### src/hw/rtl/cdls_pkg.sv
// Shared types, constants and digit helpers for the countdown LED matrix scanner.
package cdls_pkg;

    // Item kinds carried on the request tuser bit.
    localparam logic OP_TICK = 1'b0;
    localparam logic OP_LOAD = 1'b1;

    // Default timebase settings.
    localparam int TICKS_PER_SECOND_DEF = 512;
    localparam int SHORT_DIVIDER_DEF    = 22;

    // Count limits and reset values.
    localparam logic [14:0] MAX_SECONDS_RESET = 15'd21599;
    localparam logic [14:0] LOAD_FALLBACK     = 15'd5;
    localparam logic [14:0] SECONDS_RESET     = 15'd5;

    // Matrix rows in scan order.
    localparam logic [2:0] ROW_SEC_LOW  = 3'd0;
    localparam logic [2:0] ROW_SEC_HIGH = 3'd1;
    localparam logic [2:0] ROW_SEC_TENS = 3'd2;
    localparam logic [2:0] ROW_MIN_LOW  = 3'd3;
    localparam logic [2:0] ROW_MIN_HIGH = 3'd4;
    localparam logic [2:0] ROW_MIN_TENS = 3'd5;
    localparam logic [2:0] ROW_HOURS    = 3'd6;
    localparam logic [2:0] ROW_LAST     = 3'd6;

    // Largest digit that still lights a column.
    localparam logic [3:0] COL_MAX = 4'd5;

    // Reciprocals for the constant divisions by 60 (exact over the used ranges).
    localparam logic [15:0] RECIP_60_SEC   = 16'd34953;  // s / 60 = (s * r) >> 21
    localparam int          SHIFT_60_SEC   = 21;
    localparam logic [10:0] RECIP_60_MIN   = 11'd1093;   // m / 60 = (m * r) >> 16
    localparam int          SHIFT_60_MIN   = 16;

    // Per-item data that travels down the display pipeline.
    typedef struct packed {
        logic [2:0]  row;
        logic [14:0] seconds;
        logic        short_tick;
        logic        second_elapsed;
        logic        dark;          // column forced off (blank or load)
    } t_item_meta;

    // Tens digit of a value 0..59: (v * 13) >> 7 is exact there.
    function automatic logic [3:0] tens_of_60(input logic [5:0] v);
        logic [9:0] prod;
        prod = {4'b0, v} * 10'd13;
        return {1'b0, prod[9:7]};
    endfunction

    // Units digit of a value 0..59.
    function automatic logic [3:0] units_of_60(input logic [5:0] v);
        logic [3:0] t;
        logic [5:0] t10;
        t   = tens_of_60(v);
        t10 = {t[2:0], 3'b0} + {2'b0, t[2:0], 1'b0};
        return 4'(v - t10);
    endfunction

    // Digit above five for the second row of a pair, else zero.
    function automatic logic [3:0] upper_digit(input logic [3:0] d);
        return (d >= 4'd6) ? 4'(d - 4'd5) : 4'd0;
    endfunction

endpackage

### src/hw/rtl/countdown_led_matrix_scanner_core.sv
// Countdown timer with divider, row scanner and column decoder for a 5x7 LED matrix.
//
// Usage:
// - Requests arrive on the s_axis channel. tuser selects the kind: a tick
//   (one scan step, TICKS_PER_SECOND per second) or a load of the seconds.
// - Every request gives exactly one result on the m_axis channel: the row
//   driven, its lit column, the seconds left, and the short-tick and
//   second-elapsed pulses.
// - max_seconds is written through i_cfg_wr_en / i_cfg_wr_data while idle.
// Timing:
// - A request passes through the input register and stages a, b and c to the output register.
// - Throughput is one request per cycle unless m_axis stalls; the timer state is
//   updated as a request leaves the input register, and the digit split (two reciprocal
//   multiplies for the divisions by 60) runs in a three-stage pipeline behind it.
// - Each stage holds its request while the next one is full and stalled, so
//   empty stages keep taking requests while the receiver stalls m_axis.
// Reset:
// - Seconds reload to five, the divider to TICKS_PER_SECOND, the scan row to
//   zero, max_seconds to 21599, and the pipeline empties.
module countdown_led_matrix_scanner_core
    import cdls_pkg::*;
#(
    parameter int TICKS_PER_SECOND = TICKS_PER_SECOND_DEF,
    parameter int SHORT_DIVIDER    = SHORT_DIVIDER_DEF
) (
    input  logic        i_clk,
    input  logic        i_rst_n,
    // Configuration: max_seconds.
    input  logic        i_cfg_wr_en,
    input  logic [14:0] i_cfg_wr_data,
    // Request channel.
    input  logic        s_axis_tvalid,
    output logic        s_axis_tready,
    input  logic [23:0] s_axis_tdata,   // [15:0] load_seconds, [16] count_enable, [17] blank
    input  logic [0:0]  s_axis_tuser,   // [0] operation
    // Result channel.
    output logic        m_axis_tvalid,
    input  logic        m_axis_tready,
    output logic [23:0] m_axis_tdata    // [2:0] row_index, [5:3] column_select,
                                        // [20:6] seconds_left, [21] short_tick,
                                        // [22] second_elapsed
);

    localparam int DIV_W        = $clog2(TICKS_PER_SECOND + 1);
    localparam int SH_W         = $clog2(SHORT_DIVIDER + 1);
    localparam int SHORT_RELOAD = TICKS_PER_SECOND % SHORT_DIVIDER;

    // Configuration and timer state.
    logic [14:0]      r_max_seconds;
    logic [14:0]      r_seconds, n_seconds;
    logic [DIV_W-1:0] r_div, n_div;
    logic [SH_W-1:0]  r_short_rem, n_short_rem;
    logic [2:0]       r_scan_row, n_scan_row;

    // Input register.
    logic        r_in_v;
    logic        r_in_op;
    logic [15:0] r_in_load;
    logic        r_in_en;
    logic        r_in_blank;

    // Pipeline stages.
    logic        r_a_v, r_b_v, r_c_v, r_out_v;
    t_item_meta  r_a_meta, r_b_meta, r_c_meta, n_meta;
    logic [9:0]  r_b_min, r_c_min;
    logic [5:0]  r_c_sec;
    logic [3:0]  r_c_hr;
    logic [23:0] r_out_data;

    logic rdy_out, rdy_c, rdy_b, rdy_a;
    logic adv_in;

    // Each stage can take a request when empty or when it is moving on.
    assign rdy_out       = !r_out_v || m_axis_tready;
    assign rdy_c         = !r_c_v || rdy_out;
    assign rdy_b         = !r_b_v || rdy_c;
    assign rdy_a         = !r_a_v || rdy_b;
    assign s_axis_tready = !r_in_v || rdy_a;
    assign adv_in        = r_in_v && rdy_a;

    // Timer update for the request in the input register.
    always_comb begin
        n_seconds   = r_seconds;
        n_div       = r_div;
        n_short_rem = r_short_rem;
        n_scan_row  = r_scan_row;
        n_meta      = '{row: r_scan_row, seconds: r_seconds, short_tick: 1'b0,
                        second_elapsed: 1'b0, dark: 1'b1};
        if (r_in_op == OP_LOAD) begin
            n_seconds = ({1'b0, r_max_seconds} < r_in_load) ? LOAD_FALLBACK
                                                             : r_in_load[14:0];
        end else begin
            n_meta.short_tick = (r_short_rem == '0);
            if (r_div <= DIV_W'(1)) begin
                n_div                 = DIV_W'(TICKS_PER_SECOND);
                n_short_rem           = SH_W'(SHORT_RELOAD);
                n_meta.second_elapsed = 1'b1;
                if (r_in_en && (r_seconds != '0)) begin
                    n_seconds = r_seconds - 15'd1;
                end
            end else begin
                n_div       = r_div - DIV_W'(1);
                n_short_rem = (r_short_rem == '0) ? SH_W'(SHORT_DIVIDER - 1)
                                                  : r_short_rem - SH_W'(1);
            end
            n_scan_row  = (r_scan_row >= ROW_LAST) ? ROW_SEC_LOW : r_scan_row + 3'd1;
            n_meta.dark = r_in_blank;
        end
        n_meta.seconds = n_seconds;
    end

    // Control state: configuration, timer and stage valid bits.
    always_ff @(posedge i_clk) begin
        if (!i_rst_n) begin
            r_max_seconds <= MAX_SECONDS_RESET;
            r_seconds     <= SECONDS_RESET;
            r_div         <= DIV_W'(TICKS_PER_SECOND);
            r_short_rem   <= SH_W'(SHORT_RELOAD);
            r_scan_row    <= ROW_SEC_LOW;
            r_in_v        <= 1'b0;
            r_a_v         <= 1'b0;
            r_b_v         <= 1'b0;
            r_c_v         <= 1'b0;
            r_out_v       <= 1'b0;
        end else begin
            if (i_cfg_wr_en) begin
                r_max_seconds <= i_cfg_wr_data;
            end
            if (adv_in) begin
                r_seconds   <= n_seconds;
                r_div       <= n_div;
                r_short_rem <= n_short_rem;
                r_scan_row  <= n_scan_row;
            end
            if (s_axis_tready) r_in_v  <= s_axis_tvalid;
            if (rdy_a)         r_a_v   <= r_in_v;
            if (rdy_b)         r_b_v   <= r_a_v;
            if (rdy_c)         r_c_v   <= r_b_v;
            if (rdy_out)       r_out_v <= r_c_v;
        end
    end

    // Digit split: minutes, then seconds-in-minute and hours, then minutes-in-hour.
    logic [30:0] min_prod;
    logic [20:0] hr_prod;
    logic [15:0] min_x60;
    logic [9:0]  hr_x60;
    logic [5:0]  mm;
    logic [5:0]  digit_src;
    logic [3:0]  digit_units, digit_tens, digit;
    logic [2:0]  col;

    assign min_prod = 31'(r_a_meta.seconds) * 31'(RECIP_60_SEC);
    assign min_x60  = {r_b_min, 6'b0} - {4'b0, r_b_min, 2'b0};
    assign hr_prod  = 21'(r_b_min) * 21'(RECIP_60_MIN);
    assign hr_x60   = {r_c_hr, 6'b0} - {4'b0, r_c_hr, 2'b0};
    assign mm       = 6'(r_c_min - hr_x60);

    // Column for the row: pick the digit, then blank dark items and values above five.
    assign digit_src   = (r_c_meta.row < ROW_MIN_LOW) ? r_c_sec : mm;
    assign digit_units = units_of_60(digit_src);
    assign digit_tens  = tens_of_60(digit_src);

    always_comb begin
        case (r_c_meta.row)
            ROW_SEC_LOW,  ROW_MIN_LOW:  digit = digit_units;
            ROW_SEC_HIGH, ROW_MIN_HIGH: digit = upper_digit(digit_units);
            ROW_SEC_TENS, ROW_MIN_TENS: digit = digit_tens;
            default:                    digit = r_c_hr;
        endcase
    end

    assign col = (r_c_meta.dark || (digit > COL_MAX)) ? 3'd0 : digit[2:0];

    // Payload registers, loaded when their stage advances.
    always_ff @(posedge i_clk) begin
        if (s_axis_tready) begin
            r_in_op    <= s_axis_tuser[0];
            r_in_load  <= s_axis_tdata[15:0];
            r_in_en    <= s_axis_tdata[16];
            r_in_blank <= s_axis_tdata[17];
        end
        if (rdy_a) begin
            r_a_meta <= n_meta;
        end
        if (rdy_b) begin
            r_b_meta <= r_a_meta;
            r_b_min  <= min_prod[SHIFT_60_SEC +: 10];
        end
        if (rdy_c) begin
            r_c_meta <= r_b_meta;
            r_c_min  <= r_b_min;
            r_c_sec  <= 6'(r_b_meta.seconds - min_x60[14:0]);
            r_c_hr   <= hr_prod[SHIFT_60_MIN +: 4];
        end
        if (rdy_out) begin
            r_out_data <= {1'b0, r_c_meta.second_elapsed, r_c_meta.short_tick,
                           r_c_meta.seconds, col, r_c_meta.row};
        end
    end

    assign m_axis_tvalid = r_out_v;
    assign m_axis_tdata  = r_out_data;

`ifndef SYNTHESIS
    // The scan row only ever walks the seven rows.
    a_row_range: assert property (@(posedge i_clk) disable iff (!i_rst_n)
        r_scan_row <= ROW_LAST)
        else $error("scan row out of range");

    // The divider stays between one and a full second.
    a_div_range: assert property (@(posedge i_clk) disable iff (!i_rst_n)
        (r_div >= DIV_W'(1)) && (r_div <= DIV_W'(TICKS_PER_SECOND)))
        else $error("tick divider out of range");

    // A reload of the divider restarts the short-tick phase.
    a_short_phase: assert property (@(posedge i_clk) disable iff (!i_rst_n)
        (adv_in && (r_in_op == OP_TICK) && (r_div <= DIV_W'(1)))
        |=> (r_short_rem == SH_W'(SHORT_RELOAD)))
        else $error("short tick phase lost on divider reload");
`endif

endmodule
### config.mk
export PLATFORM = sky130hd
export DESIGN_NAME = countdown_led_matrix_scanner_core
export DESIGN_NICKNAME = d
export VERILOG_FILES = /design/src/hw/rtl/cdls_pkg.sv /design/src/hw/rtl/countdown_led_matrix_scanner_core.sv
export SDC_FILE = /design/constraint.sdc
export NUM_CORES = 1
export LEC_CHECK = 0
export ABC_AREA = 1
export BUFFER_PORTS_ARGS = -buffer_cell sky130_fd_sc_hd__buf_2
export CAP_MARGIN = 0
export CORE_MARGIN = 2
export CORE_UTILIZATION = 67
export CTS_CLUSTER_DIAMETER = 40
export DETAILED_ROUTE_END_ITERATION = 10
export PLACE_DENSITY = 0.95
export SETUP_SLACK_MARGIN = 0.4
export SLEW_MARGIN = 40
export SYNTH_ARGS = -nofsm -noshare
export SYNTH_HDL_FRONTEND = slang
export SYNTH_SLANG_ARGS = --single-unit
### constraint.sdc
create_clock -name i_clk -period 6.6 [get_ports i_clk]
set_input_delay 0.99 -clock i_clk [delete_from_list [all_inputs] [get_ports i_clk]]
set_output_delay 0.99 -clock i_clk [all_outputs]
set_load 0.005 [all_outputs]
==> impl_metrics.ini <==
[placed_design]
place_congestion = 0.9087
placed_cells = 1418
hpwl_um = 18570
io_buffers = 63

[route]
met2_length_um = 13380
detail_route.wl_per_cell_um = 18.58
drc = 0
vias = 8791
drtIter0Drc = 1062
ant_nets = 0
firstDrtPassIters = 7
via_per_inst = 6.063
wl_met3_um = 2294
top_layer = met4
met1Wirelength_um = 9827
routed_wl_um = 26940

[synth]
synth_ff_type = edfxtp_1
syn-num-nets = 1392
ys_types = 54
synth_area_per_cell_sq_um = 10.02
ys_seq_area_frac = 0.4299
ys_seq_elements = 182
async_flop_share = 0
synth-compound-area-share = 0.07826
synth_mux_area_frac = 0
syn-cell-area_sq_um = 11480
synth_fa_ha_area_frac = 0.2413
yosys_warnings = 0
syn_inst = 1146
synth_top_family_by_area = adder cells
synth-edff-count = 129
synth_xor_xnor_area_share = 0.02431
synthSimpleGateAreaFrac = 0.1526

[grt]
antenna_found_initial = 0
grt_max_degree = 38
grt_pass1_wl_um = 44210
grt_pass1_vias = 9068
grt-ovfl-total = 0
track_usage = 0.3150

[clocking]
path_clk_slew_ns = 0.07
clk_latency_ns = 0.45
h-tree-depth = 4
cts_tree = done
numCtsBuffers = 17
clockBufferDepth = 2
cts-root-buf = clkbuf_16
postCtsHoldBufs = 0
post-cts-setup-buffer-count = 0
cts_resized = 0
cts_sinks = 182

[critical_path]
reg2reg_from = r_c_hr[2]
path_depth = 25
worst_r2r_endpoint = m_axis_tdata[3]
end_kind = flip-flop
crit_required_ns = 6.80
rrSetupSlack_ns = 1.58
worstSetupStartpoint = r_c_hr[2]
crit_fanout = 5
crit_slowest_cell = fa_1
worst-r2r-cell-count = 25
cp_common_cell = ha_1
critPathMaxStageDelay_ns = 0.57
cp_num_buf_inv = 3
crit_family = adder cells
path_class = flip-flop to flip-flop
crit_arrival_ns = 5.22
worst_setup_path_start_kind = flip-flop
endpoint = m_axis_tdata[3]

[timing]
setup_viol = 0
fin_crit_sh = 0.7614
tightest_slew_ns = 0.7734
rsz0062_at_grt = false
min_period_ns = 5.025
hold_violations = 0
drv_slew = 0
skew_ns = 0.01479
tns_ns = 0
relSlewSlack = 0.4812
fmaxAchievable_mhz = 199.0

[finish]
final_cell_mix = 201 x inv_1, 167 x ha_1, 144 x nand2_1, 129 x edfxtp_1, 71 x a21oi_1
layout-drive-gt1-share = 0.1252
mostFrequentLayoutCell = inv_1
nets = 1463
area.growth.synth_to_final_pct = 9.668
fillers = 907
finalNonFillerCells = 1450
n_antenna_cell = 0

[hold_path]
hp-class = flip-flop to flip-flop

[floorplanning]
ios = 71
die_area_sq_um = 18200
die_h_um = 134.9
die_w_um = 134.9
coreArea_sq_um = 16640
rows = 47
start_util = 0.6897

[pwr]
design_power_total_mw = 4.428
ir_drop_mv = 0.5309
p_leak_nw = 6.425
powerDensity_nw_per_um2 = 351.8

[run_status]
status = finished clean

[job]
max_cap_violations = 0
-- layer usage --
metal / track usage / vias up
met1: 0.3648 / 4029
met4: 0.1661 / 0
met5: 0 / -
met3: 0.07057 / 173
met2: 0.5465 / 591
li1: - / 3998
-- report_power, final --
group	internal, mW	leakage [nW]	switching (mW)
clock	0.495	0.265	0.466
sequential	1.33	1.92	0.0826
combinational	0.773	4.24	1.28
total	2.60	6.43	1.83
-- cells in the mapped netlist, types with 2 or more instances --
cell | number | area share
a211oi_1 | 4 | 0.0026
a21o_1 | 3 | 0.0020
a21oi_1 | 71 | 0.031
a31oi_1 | 5 | 0.0027
clkbuf_1 | 11 | 0.0036
dfxtp_1 | 53 | 0.092
edfxtp_1 | 129 | 0.34
fa_1 | 34 | 0.059
ha_1 | 167 | 0.18
inv_1 | 202 | 0.066
inv_2 | 5 | 0.0016
nand2_1 | 145 | 0.047
nand2_2 | 7 | 0.0038
nand2_4 | 9 | 0.0088
nand2_8 | 2 | 0.0035
nand3_1 | 49 | 0.021
nand3_2 | 5 | 0.0044
nand3b_1 | 4 | 0.0026
nand4_1 | 15 | 0.0082
nand4_2 | 2 | 0.0022
nor2_1 | 68 | 0.022
nor2_2 | 6 | 0.0033
nor2_4 | 5 | 0.0049
nor3_1 | 15 | 0.0065
nor3_2 | 2 | 0.0017
nor4_1 | 5 | 0.0027
o211ai_1 | 5 | 0.0033
o21a_1 | 4 | 0.0026
o21ai_0 | 54 | 0.024
o21ai_1 | 4 | 0.0017
o22ai_1 | 2 | 0.0011
or2_2 | 4 | 0.0022
xnor2_1 | 7 | 0.0053
xor2_1 | 23 | 0.018
-- state kept, by name (all words and copies together), names as in the netlist, 10 cells and up --
signal         count
r_max_seconds     15
r_seconds         15
r_b_meta          21
r_b_min           10
r_div             10
r_c_meta          21
m_axis_tdata      23
r_a_meta          21
r_in_load         16
-- final cells by class --
type / instances / area (sq um) / area share
multi-input combinational: 742 / 5712 / 0.4537
sequential: 182 / 4935 / 0.3920
inverter: 209 / 787.0 / 0.06252
clock buffer: 20 / 436.7 / 0.03469
timing repair buffer: 65 / 330.3 / 0.02624
tap: 220 / 275.3 / 0.02187
clock inverter: 12 / 112.6 / 0.008945
-- logic make-up (layout without fill, tap and decap cells) --
group / after synthesis / count (layout)
adder cells (fa/ha/maj): 201 / 201
XOR/XNOR: 31 / 31
other: 1 / 1
flip-flops: 182 / 182
buffers and inverters: 222 / 306
AO/OA/AOI/OAI: 161 / 161
AND/OR/NAND/NOR: 348 / 348
-- per-stage QoR --
step	hold slack [ns]	util	cell area [sq um]	worst slack (ns)
after floorplan	0.4003	-	11480	2.312
after global placement	0.4007	0.7229	12030	1.979
after detailed placement	0.4045	0.7233	12040	1.618
after CTS	0.4185	0.7563	12590	1.597
after global routing	0.4247	0.7564	12590	1.194
final	0.4178	0.7564	12590	1.575
-- worst min-delay path by stage --
| stage | from | to | cells past startpoint |
|---|---|---|---|
| floorplan | r_c_meta[7] | m_axis_tdata[10] | 0 |
| global placement | r_b_meta[19] | r_c_meta[19] | 0 |
| detailed placement | r_a_meta[19] | r_b_meta[19] | 0 |
| CTS | r_c_meta[10] | m_axis_tdata[13] | 0 |
| global route | r_b_meta[12] | r_c_meta[12] | 0 |
| finish | r_c_meta[10] | m_axis_tdata[13] | 0 |
No activity file was read; power rests on OpenSTA's default activity.
